### src/rtl/stt_pkg.sv
// ----------------------------------------------------------------------------
// stt_pkg
// Types, constants and per-byte scan functions for the source text tokenizer.
// ----------------------------------------------------------------------------
package stt_pkg;

    localparam int POSITION_BITS = 16;
    localparam int QUEUE_DEPTH   = 8;
    localparam int QUEUE_PTR_W   = $clog2(QUEUE_DEPTH);
    localparam int QUEUE_CNT_W   = $clog2(QUEUE_DEPTH + 1);
    localparam int MAX_BURST     = 3;

    localparam logic [7:0] CH_NUL        = 8'h00;
    localparam logic [7:0] CH_TAB        = 8'h09;
    localparam logic [7:0] CH_LF         = 8'h0A;
    localparam logic [7:0] CH_SPACE      = 8'h20;
    localparam logic [7:0] CH_QUOTE      = 8'h22;
    localparam logic [7:0] CH_STAR       = 8'h2A;
    localparam logic [7:0] CH_PERIOD     = 8'h2E;
    localparam logic [7:0] CH_SLASH      = 8'h2F;
    localparam logic [7:0] CH_BACKSLASH  = 8'h5C;
    localparam logic [7:0] CH_UNDERSCORE = 8'h5F;
    localparam logic [7:0] CH_BACKQUOTE  = 8'h60;

    localparam logic [6:0] CL_END           = 7'd0;
    localparam logic [6:0] CL_SPACES        = 7'd1;
    localparam logic [6:0] CL_TABS          = 7'd2;
    localparam logic [6:0] CL_TYPE          = 7'd5;
    localparam logic [6:0] CL_VAR           = 7'd8;
    localparam logic [6:0] CL_UNUSED_VAR    = 7'd11;
    localparam logic [6:0] CL_BASE          = 7'd12;
    localparam logic [6:0] CL_INTEGER       = 7'd14;
    localparam logic [6:0] CL_STRING        = 7'd15;
    localparam logic [6:0] CL_SYMBOL        = 7'd16;
    localparam logic [6:0] CL_COMMAND       = 7'd17;
    localparam logic [6:0] CL_COMMENT_RANGE = 7'd73;
    localparam logic [6:0] CL_COMMENT_LINE  = 7'd74;
    localparam logic [6:0] CL_FLOAT         = 7'd75;
    localparam logic [6:0] CL_UNUSED_SYMBOL = 7'd76;
    localparam logic [6:0] CL_NONE          = 7'd127;

    localparam logic [2:0] ERR_OK           = 3'd0;
    localparam logic [2:0] ERR_UNKNOWN      = 3'd1;
    localparam logic [2:0] ERR_BAD_NUMBER   = 3'd2;
    localparam logic [2:0] ERR_OPEN_STRING  = 3'd3;
    localparam logic [2:0] ERR_OPEN_COMMENT = 3'd4;

    typedef enum logic [2:0] {
        M_IDLE, M_OPER, M_IDENT, M_RUN, M_NUMBER, M_STRING, M_BLOCK, M_LINE
    } mode_t;

    typedef struct packed {
        mode_t                      mode;
        logic [23:0]                pend;
        logic [1:0]                 oplen;
        logic [2:0]                 kwp;
        logic [POSITION_BITS-1:0]   start;
        logic [15:0]                runlen;
        logic                       seen_period;
        logic                       prev_star;
        logic [6:0]                 cls;
    } scan_t;

    typedef struct packed {
        logic [6:0]  cls;
        logic [15:0] start;
        logic [15:0] len;
        logic [2:0]  err;
        logic        last;
    } tok_t;

    typedef struct packed {
        scan_t st;
        logic  emit;
        tok_t  tok;
        logic  done;
        logic  restart;
    } pass_t;

    typedef struct packed {
        logic [1:0]     count;
        tok_t [2:0]     tok;
    } burst_t;

    function automatic tok_t make_tok(logic [6:0] cls, logic [POSITION_BITS-1:0] start,
                                      logic [15:0] len, logic [2:0] err);
        tok_t t;
        t.cls   = cls;
        t.start = start[15:0];
        t.len   = len;
        t.err   = err;
        t.last  = 1'b0;
        return t;
    endfunction

    function automatic logic [15:0] sat_inc(logic [15:0] v);
        return (v == 16'hFFFF) ? 16'hFFFF : v + 16'd1;
    endfunction

    function automatic logic is_digit(logic [7:0] b);
        return (b >= 8'h30) && (b <= 8'h39);
    endfunction

    function automatic logic is_upper(logic [7:0] b);
        return (b >= 8'h41) && (b <= 8'h5A);
    endfunction

    function automatic logic is_lower(logic [7:0] b);
        return (b >= 8'h61) && (b <= 8'h7A);
    endfunction

    function automatic logic ident_char(logic [7:0] b);
        return is_digit(b) || is_upper(b) || is_lower(b) || (b == CH_UNDERSCORE);
    endfunction

    // operator table: exact match class, zero when none
    function automatic logic [6:0] op_exact(logic [1:0] n, logic [7:0] c0,
                                            logic [7:0] c1, logic [7:0] c2);
        logic [6:0] r;
        r = 7'd0;
        case (n)
            2'd1: begin
                case (c0)
                    8'h0A: r = 7'd3;   8'h3B: r = 7'd4;   8'h2E: r = 7'd12;
                    8'h28: r = 7'd18;  8'h29: r = 7'd19;  8'h5B: r = 7'd20;
                    8'h5D: r = 7'd21;  8'h7B: r = 7'd22;  8'h7D: r = 7'd23;
                    8'h7E: r = 7'd24;  8'h21: r = 7'd25;  8'h23: r = 7'd30;
                    8'h40: r = 7'd31;  8'h24: r = 7'd32;  8'h25: r = 7'd34;
                    8'h5E: r = 7'd36;  8'h26: r = 7'd39;  8'h2A: r = 7'd42;
                    8'h2D: r = 7'd46;  8'h2B: r = 7'd48;  8'h3D: r = 7'd50;
                    8'h7C: r = 7'd52;  8'h3A: r = 7'd55;  8'h27: r = 7'd57;
                    8'h3C: r = 7'd58;  8'h2C: r = 7'd64;  8'h3E: r = 7'd66;
                    8'h3F: r = 7'd70;  8'h2F: r = 7'd71;
                    default: r = 7'd0;
                endcase
            end
            2'd2: begin
                case ({c0, c1})
                    16'h2E2E: r = 7'd13; 16'h213A: r = 7'd26; 16'h213D: r = 7'd27;
                    16'h2121: r = 7'd28; 16'h243A: r = 7'd33; 16'h253A: r = 7'd35;
                    16'h5E5E: r = 7'd37; 16'h2626: r = 7'd40; 16'h2A3A: r = 7'd43;
                    16'h2A2A: r = 7'd44; 16'h2D3A: r = 7'd47; 16'h2B3A: r = 7'd49;
                    16'h3D3D: r = 7'd51; 16'h7C7C: r = 7'd53; 16'h3A3A: r = 7'd56;
                    16'h3C3D: r = 7'd60; 16'h3C3C: r = 7'd62; 16'h2C3A: r = 7'd65;
                    16'h3E3D: r = 7'd67; 16'h3E3E: r = 7'd68; 16'h2F3A: r = 7'd72;
                    16'h2F2A: r = 7'd73; 16'h2F2F: r = 7'd74;
                    default: r = 7'd0;
                endcase
            end
            2'd3: begin
                case ({c0, c1, c2})
                    24'h21213A: r = 7'd29; 24'h5E5E3A: r = 7'd38; 24'h26263A: r = 7'd41;
                    24'h2A2A3A: r = 7'd45; 24'h7C7C3A: r = 7'd54; 24'h3C3A3E: r = 7'd59;
                    24'h3C3D3E: r = 7'd61; 24'h3C3C3A: r = 7'd63; 24'h3E3E3A: r = 7'd69;
                    default: r = 7'd0;
                endcase
            end
            default: r = 7'd0;
        endcase
        return r;
    endfunction

    // a longer operator starts with these characters
    function automatic logic op_ext(logic [1:0] n, logic [7:0] c0, logic [7:0] c1);
        logic r;
        r = 1'b0;
        case (n)
            2'd1: begin
                case (c0)
                    8'h2E, 8'h21, 8'h24, 8'h25, 8'h5E, 8'h26, 8'h2A, 8'h2D,
                    8'h2B, 8'h3D, 8'h7C, 8'h3A, 8'h3C, 8'h2C, 8'h3E, 8'h2F: r = 1'b1;
                    default: r = 1'b0;
                endcase
            end
            2'd2: begin
                case ({c0, c1})
                    16'h2121, 16'h5E5E, 16'h2626, 16'h2A2A, 16'h7C7C,
                    16'h3C3A, 16'h3C3D, 16'h3C3C, 16'h3E3E: r = 1'b1;
                    default: r = 1'b0;
                endcase
            end
            default: r = 1'b0;
        endcase
        return r;
    endfunction

    // keyword kind: 0 False, 1 True, 2 false, 3 true
    function automatic logic [2:0] kw_len(logic [1:0] k);
        return k[0] ? 3'd4 : 3'd5;
    endfunction

    function automatic logic [6:0] kw_class(logic [1:0] k);
        logic [6:0] r;
        unique case (k)
            2'd0: r = 7'd6;
            2'd1: r = 7'd7;
            2'd2: r = 7'd9;
            2'd3: r = 7'd10;
        endcase
        return r;
    endfunction

    function automatic logic [7:0] kw_char(logic [1:0] k, logic [2:0] i);
        logic [7:0] r;
        r = 8'h00;
        if (k[0]) begin
            case (i)
                3'd1: r = 8'h72;
                3'd2: r = 8'h75;
                3'd3: r = 8'h65;
                default: r = 8'h00;
            endcase
        end else begin
            case (i)
                3'd1: r = 8'h61;
                3'd2: r = 8'h6C;
                3'd3: r = 8'h73;
                3'd4: r = 8'h65;
                default: r = 8'h00;
            endcase
        end
        return r;
    endfunction

    function automatic scan_t to_idle(scan_t s);
        scan_t r;
        r             = s;
        r.mode        = M_IDLE;
        r.kwp         = 3'd0;
        r.pend        = 24'd0;
        r.oplen       = 2'd0;
        r.prev_star   = 1'b0;
        r.seen_period = 1'b0;
        return r;
    endfunction

    function automatic pass_t pass_init(scan_t s);
        pass_t r;
        r.st      = s;
        r.emit    = 1'b0;
        r.tok     = '0;
        r.done    = 1'b1;
        r.restart = 1'b0;
        return r;
    endfunction

    function automatic pass_t oper_feed(scan_t s, logic [7:0] b);
        pass_t      r;
        logic [1:0] l;
        logic [1:0] n;
        logic [1:0] k;
        logic [7:0] q0;
        logic [7:0] q1;
        logic [7:0] q2;
        logic [6:0] hit;
        logic [6:0] h2;
        logic [6:0] fcls;
        logic       ext;
        r  = pass_init(s);
        l  = (s.oplen > 2'd2) ? 2'd2 : s.oplen;
        n  = l + 2'd1;
        q0 = b;
        q1 = 8'h00;
        q2 = 8'h00;
        if (l == 2'd1) begin
            q0 = s.pend[7:0];
            q1 = b;
        end else if (l == 2'd2) begin
            q0 = s.pend[7:0];
            q1 = s.pend[15:8];
            q2 = b;
        end
        ext = op_ext(n, q0, q1);
        hit = op_exact(n, q0, q1, q2);
        if (ext) begin
            r.st.pend  = {q2, q1, q0};
            r.st.oplen = n;
            r.st.mode  = M_OPER;
        end else if (hit != 7'd0) begin
            if (hit == CL_COMMENT_RANGE || hit == CL_COMMENT_LINE) begin
                r.st.mode      = (hit == CL_COMMENT_RANGE) ? M_BLOCK : M_LINE;
                r.st.cls       = hit;
                r.st.runlen    = 16'd2;
                r.st.prev_star = 1'b0;
                r.st.pend      = 24'd0;
                r.st.oplen     = 2'd0;
            end else begin
                r.emit = 1'b1;
                r.tok  = make_tok(hit, s.start, {14'd0, n}, ERR_OK);
                r.st   = to_idle(s);
            end
        end else if (l == 2'd0) begin
            r.emit = 1'b1;
            r.tok  = make_tok(CL_NONE, s.start, 16'd1, ERR_UNKNOWN);
            r.st   = to_idle(s);
        end else begin
            // fall back to the longest complete prefix
            r.done = 1'b0;
            h2     = (l == 2'd2) ? op_exact(2'd2, q0, q1, 8'h00) : 7'd0;
            if (h2 != 7'd0) begin
                fcls = h2;
                k    = 2'd2;
            end else begin
                fcls = op_exact(2'd1, q0, 8'h00, 8'h00);
                k    = 2'd1;
            end
            if (fcls == CL_BASE) begin
                r.st        = to_idle(s);
                r.st.mode   = M_IDENT;
                r.st.cls    = CL_BASE;
                r.st.runlen = 16'd1;
            end else begin
                r.emit = 1'b1;
                r.tok  = make_tok((fcls != 7'd0) ? fcls : CL_NONE, s.start, {14'd0, k},
                                  (fcls != 7'd0) ? ERR_OK : ERR_UNKNOWN);
                if (k < l) begin
                    r.st.pend  = {16'd0, q1};
                    r.st.oplen = 2'd1;
                    r.st.start = s.start + 1'b1;
                    r.st.mode  = M_OPER;
                end else begin
                    r.st = to_idle(s);
                end
            end
        end
        return r;
    endfunction

    function automatic pass_t idle_byte(scan_t s, logic [7:0] b,
                                        logic [POSITION_BITS-1:0] pos);
        pass_t r;
        scan_t t;
        r = pass_init(s);
        if (b == CH_NUL) begin
            r.emit      = 1'b1;
            r.tok       = make_tok(CL_END, pos, 16'd0, ERR_OK);
            r.st        = to_idle(s);
            r.st.start  = '0;
            r.st.runlen = 16'd0;
            r.st.cls    = 7'd0;
            r.restart   = 1'b1;
        end else begin
            t        = to_idle(s);
            t.start  = pos;
            t.runlen = 16'd1;
            if (b == CH_SPACE || b == CH_TAB) begin
                t.mode = M_RUN;
                t.cls  = (b == CH_SPACE) ? CL_SPACES : CL_TABS;
                r.st   = t;
            end else if (is_upper(b) || is_lower(b)) begin
                t.mode = M_IDENT;
                t.cls  = is_upper(b) ? CL_TYPE : CL_VAR;
                if (b == 8'h46 || b == 8'h54 || b == 8'h66 || b == 8'h74) begin
                    t.kwp  = 3'd1;
                    t.pend = {22'd0, is_lower(b), (b == 8'h54 || b == 8'h74)};
                end
                r.st = t;
            end else if (b == CH_UNDERSCORE) begin
                t.mode = M_IDENT;
                t.cls  = CL_UNUSED_VAR;
                r.st   = t;
            end else if (is_digit(b)) begin
                t.mode = M_NUMBER;
                t.cls  = CL_INTEGER;
                r.st   = t;
            end else if (b == CH_QUOTE) begin
                t.mode = M_STRING;
                t.cls  = CL_STRING;
                r.st   = t;
            end else if (b == CH_BACKQUOTE || b == CH_BACKSLASH) begin
                t.mode = M_IDENT;
                t.cls  = (b == CH_BACKQUOTE) ? CL_SYMBOL : CL_COMMAND;
                r.st   = t;
            end else begin
                r = oper_feed(t, b);
            end
        end
        return r;
    endfunction

    function automatic pass_t ident_byte(scan_t s, logic [7:0] b);
        pass_t      r;
        scan_t      t;
        logic [1:0] k;
        logic       kw_hit;
        r      = pass_init(s);
        t      = s;
        k      = s.pend[1:0];
        kw_hit = 1'b0;
        if (s.kwp != 3'd0) begin
            if (s.kwp < kw_len(k) && b == kw_char(k, s.kwp)) begin
                kw_hit   = 1'b1;
                t.kwp    = s.kwp + 3'd1;
                t.runlen = sat_inc(s.runlen);
                r.st     = t;
                if (t.kwp >= kw_len(k)) begin
                    r.emit = 1'b1;
                    r.tok  = make_tok(kw_class(k), s.start, t.runlen, ERR_OK);
                    r.st   = to_idle(t);
                end
            end else begin
                t.kwp  = 3'd0;
                t.pend = 24'd0;
            end
        end
        if (!kw_hit) begin
            if (t.cls == CL_SYMBOL && t.runlen == 16'd1 && b == CH_UNDERSCORE) begin
                t.cls = CL_UNUSED_SYMBOL;
            end
            if (ident_char(b)) begin
                t.runlen = sat_inc(t.runlen);
                r.st     = t;
            end else begin
                r.emit = 1'b1;
                r.tok  = make_tok(t.cls, t.start, t.runlen, ERR_OK);
                r.st   = to_idle(t);
                r.done = 1'b0;
            end
        end
        return r;
    endfunction

    function automatic pass_t scan_pass(scan_t s, logic [7:0] b,
                                        logic [POSITION_BITS-1:0] pos);
        pass_t r;
        r = pass_init(s);
        unique case (s.mode)
            M_OPER:  r = oper_feed(s, b);
            M_IDENT: r = ident_byte(s, b);
            M_RUN: begin
                if (b == ((s.cls == CL_SPACES) ? CH_SPACE : CH_TAB)) begin
                    r.st.runlen = sat_inc(s.runlen);
                end else begin
                    r.emit = 1'b1;
                    r.tok  = make_tok(s.cls, s.start, s.runlen, ERR_OK);
                    r.st   = to_idle(s);
                    r.done = 1'b0;
                end
            end
            M_NUMBER: begin
                if (is_digit(b) || b == CH_UNDERSCORE) begin
                    r.st.runlen = sat_inc(s.runlen);
                end else if (b == CH_PERIOD) begin
                    r.st.runlen = sat_inc(s.runlen);
                    if (s.seen_period) begin
                        r.emit = 1'b1;
                        r.tok  = make_tok(CL_FLOAT, s.start, r.st.runlen, ERR_BAD_NUMBER);
                        r.st   = to_idle(s);
                    end else begin
                        r.st.seen_period = 1'b1;
                        r.st.cls         = CL_FLOAT;
                    end
                end else begin
                    r.emit = 1'b1;
                    r.tok  = make_tok(s.cls, s.start, s.runlen, ERR_OK);
                    r.st   = to_idle(s);
                    r.done = 1'b0;
                end
            end
            M_STRING: begin
                if (b == CH_NUL) begin
                    r.emit = 1'b1;
                    r.tok  = make_tok(CL_STRING, s.start, s.runlen, ERR_OPEN_STRING);
                    r.st   = to_idle(s);
                    r.done = 1'b0;
                end else if (b == CH_QUOTE) begin
                    r.emit = 1'b1;
                    r.tok  = make_tok(CL_STRING, s.start, sat_inc(s.runlen), ERR_OK);
                    r.st   = to_idle(s);
                    r.st.runlen = sat_inc(s.runlen);
                end else begin
                    r.st.runlen = sat_inc(s.runlen);
                end
            end
            M_BLOCK: begin
                if (b == CH_NUL) begin
                    r.emit = 1'b1;
                    r.tok  = make_tok(CL_COMMENT_RANGE, s.start, s.runlen, ERR_OPEN_COMMENT);
                    r.st   = to_idle(s);
                    r.done = 1'b0;
                end else if (s.prev_star && b == CH_SLASH) begin
                    r.emit = 1'b1;
                    r.tok  = make_tok(CL_COMMENT_RANGE, s.start, sat_inc(s.runlen), ERR_OK);
                    r.st   = to_idle(s);
                    r.st.runlen = sat_inc(s.runlen);
                end else begin
                    r.st.runlen    = sat_inc(s.runlen);
                    r.st.prev_star = (b == CH_STAR);
                end
            end
            M_LINE: begin
                if (b == CH_LF || b == CH_NUL) begin
                    r.emit = 1'b1;
                    r.tok  = make_tok(CL_COMMENT_LINE, s.start, s.runlen,
                                      (b == CH_NUL) ? ERR_OPEN_COMMENT : ERR_OK);
                    r.st   = to_idle(s);
                    r.done = 1'b0;
                end else begin
                    r.st.runlen = sat_inc(s.runlen);
                end
            end
            M_IDLE:  r = idle_byte(s, b, pos);
        endcase
        return r;
    endfunction

endpackage

### src/rtl/stt_queue.sv
// ----------------------------------------------------------------------------
// stt_queue
// Token queue: takes up to three tokens in, pops one a cycle on out_ready.
// ----------------------------------------------------------------------------
module stt_queue import stt_pkg::*; (
    input  logic        aclk,
    input  logic        aresetn,
    input  burst_t      burst,
    output logic        space_ok,
    output logic        out_valid,
    input  logic        out_ready,
    output tok_t        out_tok
);

    tok_t                   mem_reg [QUEUE_DEPTH];
    logic [QUEUE_PTR_W-1:0] wr_ptr_reg;
    logic [QUEUE_PTR_W-1:0] rd_ptr_reg;
    logic [QUEUE_CNT_W-1:0] cnt_reg;
    logic                   pop;

    assign out_valid = (cnt_reg != '0);
    assign out_tok   = mem_reg[rd_ptr_reg];
    assign pop       = out_valid && out_ready;
    assign space_ok  = (cnt_reg <= QUEUE_CNT_W'(QUEUE_DEPTH - MAX_BURST));

    always_ff @(posedge aclk) begin
        for (int i = 0; i < MAX_BURST; i++) begin
            if (i < int'(burst.count)) begin
                mem_reg[wr_ptr_reg + QUEUE_PTR_W'(i)] <= burst.tok[i];
            end
        end
    end

    always_ff @(posedge aclk) begin
        if (!aresetn) begin
            wr_ptr_reg <= '0;
            rd_ptr_reg <= '0;
            cnt_reg    <= '0;
        end else begin
            wr_ptr_reg <= wr_ptr_reg + QUEUE_PTR_W'(burst.count);
            if (pop) begin
                rd_ptr_reg <= rd_ptr_reg + 1'b1;
            end
            cnt_reg <= cnt_reg + QUEUE_CNT_W'(burst.count) - QUEUE_CNT_W'(pop);
        end
    end

endmodule

### config.mk
export PLATFORM = sky130hd
export DESIGN_NAME = stt_queue
export DESIGN_NICKNAME = d
export VERILOG_FILES = /design/src/rtl/stt_pkg.sv /design/src/rtl/stt_queue.sv
export SDC_FILE = /design/constraint.sdc
export NUM_CORES = 1
export LEC_CHECK = 0
export BUFFER_PORTS_ARGS = -buffer_cell sky130_fd_sc_hd__buf_2
export CAP_MARGIN = 20
export CELL_PAD_IN_SITES_DETAIL_PLACEMENT = 1
export CELL_PAD_IN_SITES_GLOBAL_PLACEMENT = 1
export CORE_UTILIZATION = 52
export CTS_CLUSTER_DIAMETER = 60
export DETAILED_ROUTE_END_ITERATION = 8
export PLACE_DENSITY_LB_ADDON = 0.1
export SLEW_MARGIN = 20
export SYNTH_ARGS = -nofsm -noshare
export SYNTH_HDL_FRONTEND = slang
export SYNTH_SLANG_ARGS = --single-unit
### constraint.sdc
create_clock -name aclk -period 8.98 [get_ports aclk]
set_input_delay 1.347 -clock aclk [delete_from_list [all_inputs] [get_ports aclk]]
set_output_delay 1.347 -clock aclk [all_outputs]
set_load 0.01 [all_outputs]
==> results.toml <==
[power_and_ir_drop]
p_per_area_mw_per_mm2 = 227
intPower_mw = 3.82
power_switching_mw = 2.08
seq_power_share = 0.381
p_leak_nw = 7.94
max-vdd-ir-drop_uv = 189
p_clk_frac = 0.310
p_comb_frac = 0.309
swShare = 0.352

[cts]
numClockSinks = 357
ctsHoldBuffers = 0
cts_setup_buffers = 0
clock_latency_ns = 0.59
clkTransAtPathRegs_ns = 0.06
htree_levels = 2
ctsRootBufferMaster = "clkbuf_16"
cts_buffer_depth = 3
cts_tree = "done"
cts_buffers = 44
cts_resized = 0

[synthesis]
synth.most_common_cell = "nand2_1"
syn_avg_cell_area_um2 = 9.58
synth_area_leaders = "edfxtp_1 43%, a31oi_1 9.1%, mux4_2 8.1%, nor3_1 7.2%, o21ai_0 7.1%"
synthTopCellsByCount = "349 x nand2_1, 344 x a31oi_1, 344 x edfxtp_1, 344 x nor3_1, 336 x o21ai_0"
synth-seq-cells = 357
synth-async-reset-ratio = 0
synth_edf_count = 344
ys_warn_count = 0
syn_area_mm2 = 0.0238
synth_ff_type = "edfxtp_1"
synth_cell_type_count = 43
synth_top_cell_by_area = "edfxtp_1"
synth_top_cell_area_share = 0.435
yosysSeqAreaShare = 0.446
synthCells = 2481
syn-num-nets = 2626

[setup_path]
crit_slowest_cell = "buf_4"
r2r_slack_ns = 4.24
cp.arrival_ns = 3.66
start_kind = "flip-flop"
crit_path_max_fanout = 48
rr_worst_depth = 5
rr_startpoint = "wr_ptr_reg[0]$_SDFF_PN0_"
criticalPathCategory = "flip-flop to output port"
endpoint_kind = "output port"
worstPathCellList = "buf_4, mux4_2, mux2_2, buf_2"
required_ns = 7.63
reg2reg_to = "mem_reg[7][13]$_DFFE_PP_"
slowest_delay_ns = 0.98

[layout]
drive_gt1_frac = 0.184
fillers = 4951
stdcell_count = 3018
final_area_mm2 = 0.0259
final_core_util = 0.581
areaGrowthSynthToFinish_pct = 9.04
multi_input_area_mm2 = 0.0118
largest_reg_flops = 344
seq_area_mm2 = 0.0106
layout.nets = 2537

[global_route]
use_met2 = 0.647
grt_pass1_wl_um = 145000
busiest_layer = "met2"
grt_use_met3 = 0.0765
antenna_found_initial = 4
use_met1 = 0.529
grt_overflow = 0
grt_max_degree = 222
grt_use_total = 0.407
grt_pass1_vias = 23800

[drt]
wirelength_um = 95300
drc = 0
drt_first_pass_iters = 6
post_drt_wl_per_cell_um = 31.6
vias = 23000
drtIter0Drc = 3064
vias_per_cell = 7.61
ant_nets = 0

[timing]
setup_tns_ns = 0
finalHoldViolCount = 0
whs_ns = 0.485
grt_setup_unrepaired = "false"
period_needed_ns = 5.00
period_share = 0.557
worst_pin_slew_ns = 1.16
clock_skew_ns = 0.0142
fmax_mhz = 200
slew_headroom = 0.228
slew_violations = 0
finalSetupViolations = 0

[floorplan]
die_w_um = 216
core_area_mm2 = 0.0446
die-area_mm2 = 0.0466
row_count = 77
die_h_um = 216
ioPinCount = 179
start_util = 0.533

[placed_design]
placed_cell_area_mm2 = 0.0244
gp_congestion = 0.827
dpl.cell_count = 2937
numPortBuffers = 178
hpwl_um = 50100

[hold_path]
min_path_type = "flip-flop to flip-flop"
holdCritStartpoint = "rd_ptr_reg[2]$_SDFFE_PN0P_"
holdPathStages = 2

[outcome]
outcome = "finished clean"

[flow_run]
drv_cap = 0
## area by class of cell
class                   instances  share of cell area
well taps                     592              0.0286
flip-flops and latches        357               0.409
clock buffers                  58              0.0465
inverters                      13             0.00188
multi-input cells            1753               0.454
clock inverters                20             0.00874
repair buffers                223              0.0508
diodes                          2            0.000193
## how the worst max path moves through the flow
stage	slack, ns	to	from	depth (start not counted)
after floorplan	4.26	mem_reg[4][0]$_DFFE_PP_	burst[130]	5
after global placement	3.84	mem_reg[3][17]$_DFFE_PP_	burst[130]	5
after detailed placement	3.74	mem_reg[3][18]$_DFFE_PP_	burst[130]	5
after CTS	3.91	out_tok[42]	flip-flop	4
after global routing	3.78	out_tok[42]	flip-flop	4
final	3.98	out_tok[42]	flip-flop	4
## layer usage
metal,vias up,part of all wire
li1,9430,-
met1,11500,0.37
met2,1663,0.47
met3,357,0.11
met4,4,0.047
met5,-,0.00021
## cells in the final DEF (no fill, tap or decap), types with 44 or more instances in the layout
master     synthesis  final
edfxtp_1         344    344
mux4_2            86     86
buf_2             77    177
clkbuf_16          0     45
o21ai_0          336    336
and4b_1           86     86
nand2_1          349    348
mux2_2            44     44
nor3_1           344    344
a31oi_1          344    344
## cells by family after synthesis
family,share of synthesized area
and+or+nand+nor,0.206
AOI/OAI and AO/OA,0.168
buffers and inverters,0.0674
DFF,0.446
muxes,0.104
adders and majority gates,0.00684
xor gates and xnor gates,0.00258
## critical path, delay by kind of cell (launching register included)
kind	cells	cell delay, ns
buffers and inverters	2	1.13
flip-flops	1	0.97
multiplexers	2	0.94
## power groups by stage
stage | clock (mW) | combinational [mW] | sequential (mW)
2_1_floorplan | 0 | 1.22 | 2.19
3_3_place_gp | 0 | 1.70 | 2.26
3_5_place_dp | 0 | 1.76 | 2.27
4_1_cts | 1.83 | 1.78 | 2.25
5_1_grt | 1.88 | 1.91 | 2.26
6_report | 1.83 | 1.82 | 2.25
## metrics by stage
stage	setup slack, ns	total power, mW
after floorplan	4.26	3.42
after global placement	3.84	3.96
after detailed placement	3.74	4.04
after CTS	3.91	5.85
after global routing	3.78	6.05
final	3.98	5.90
Note: power is estimated with default switching activity, not from simulation.
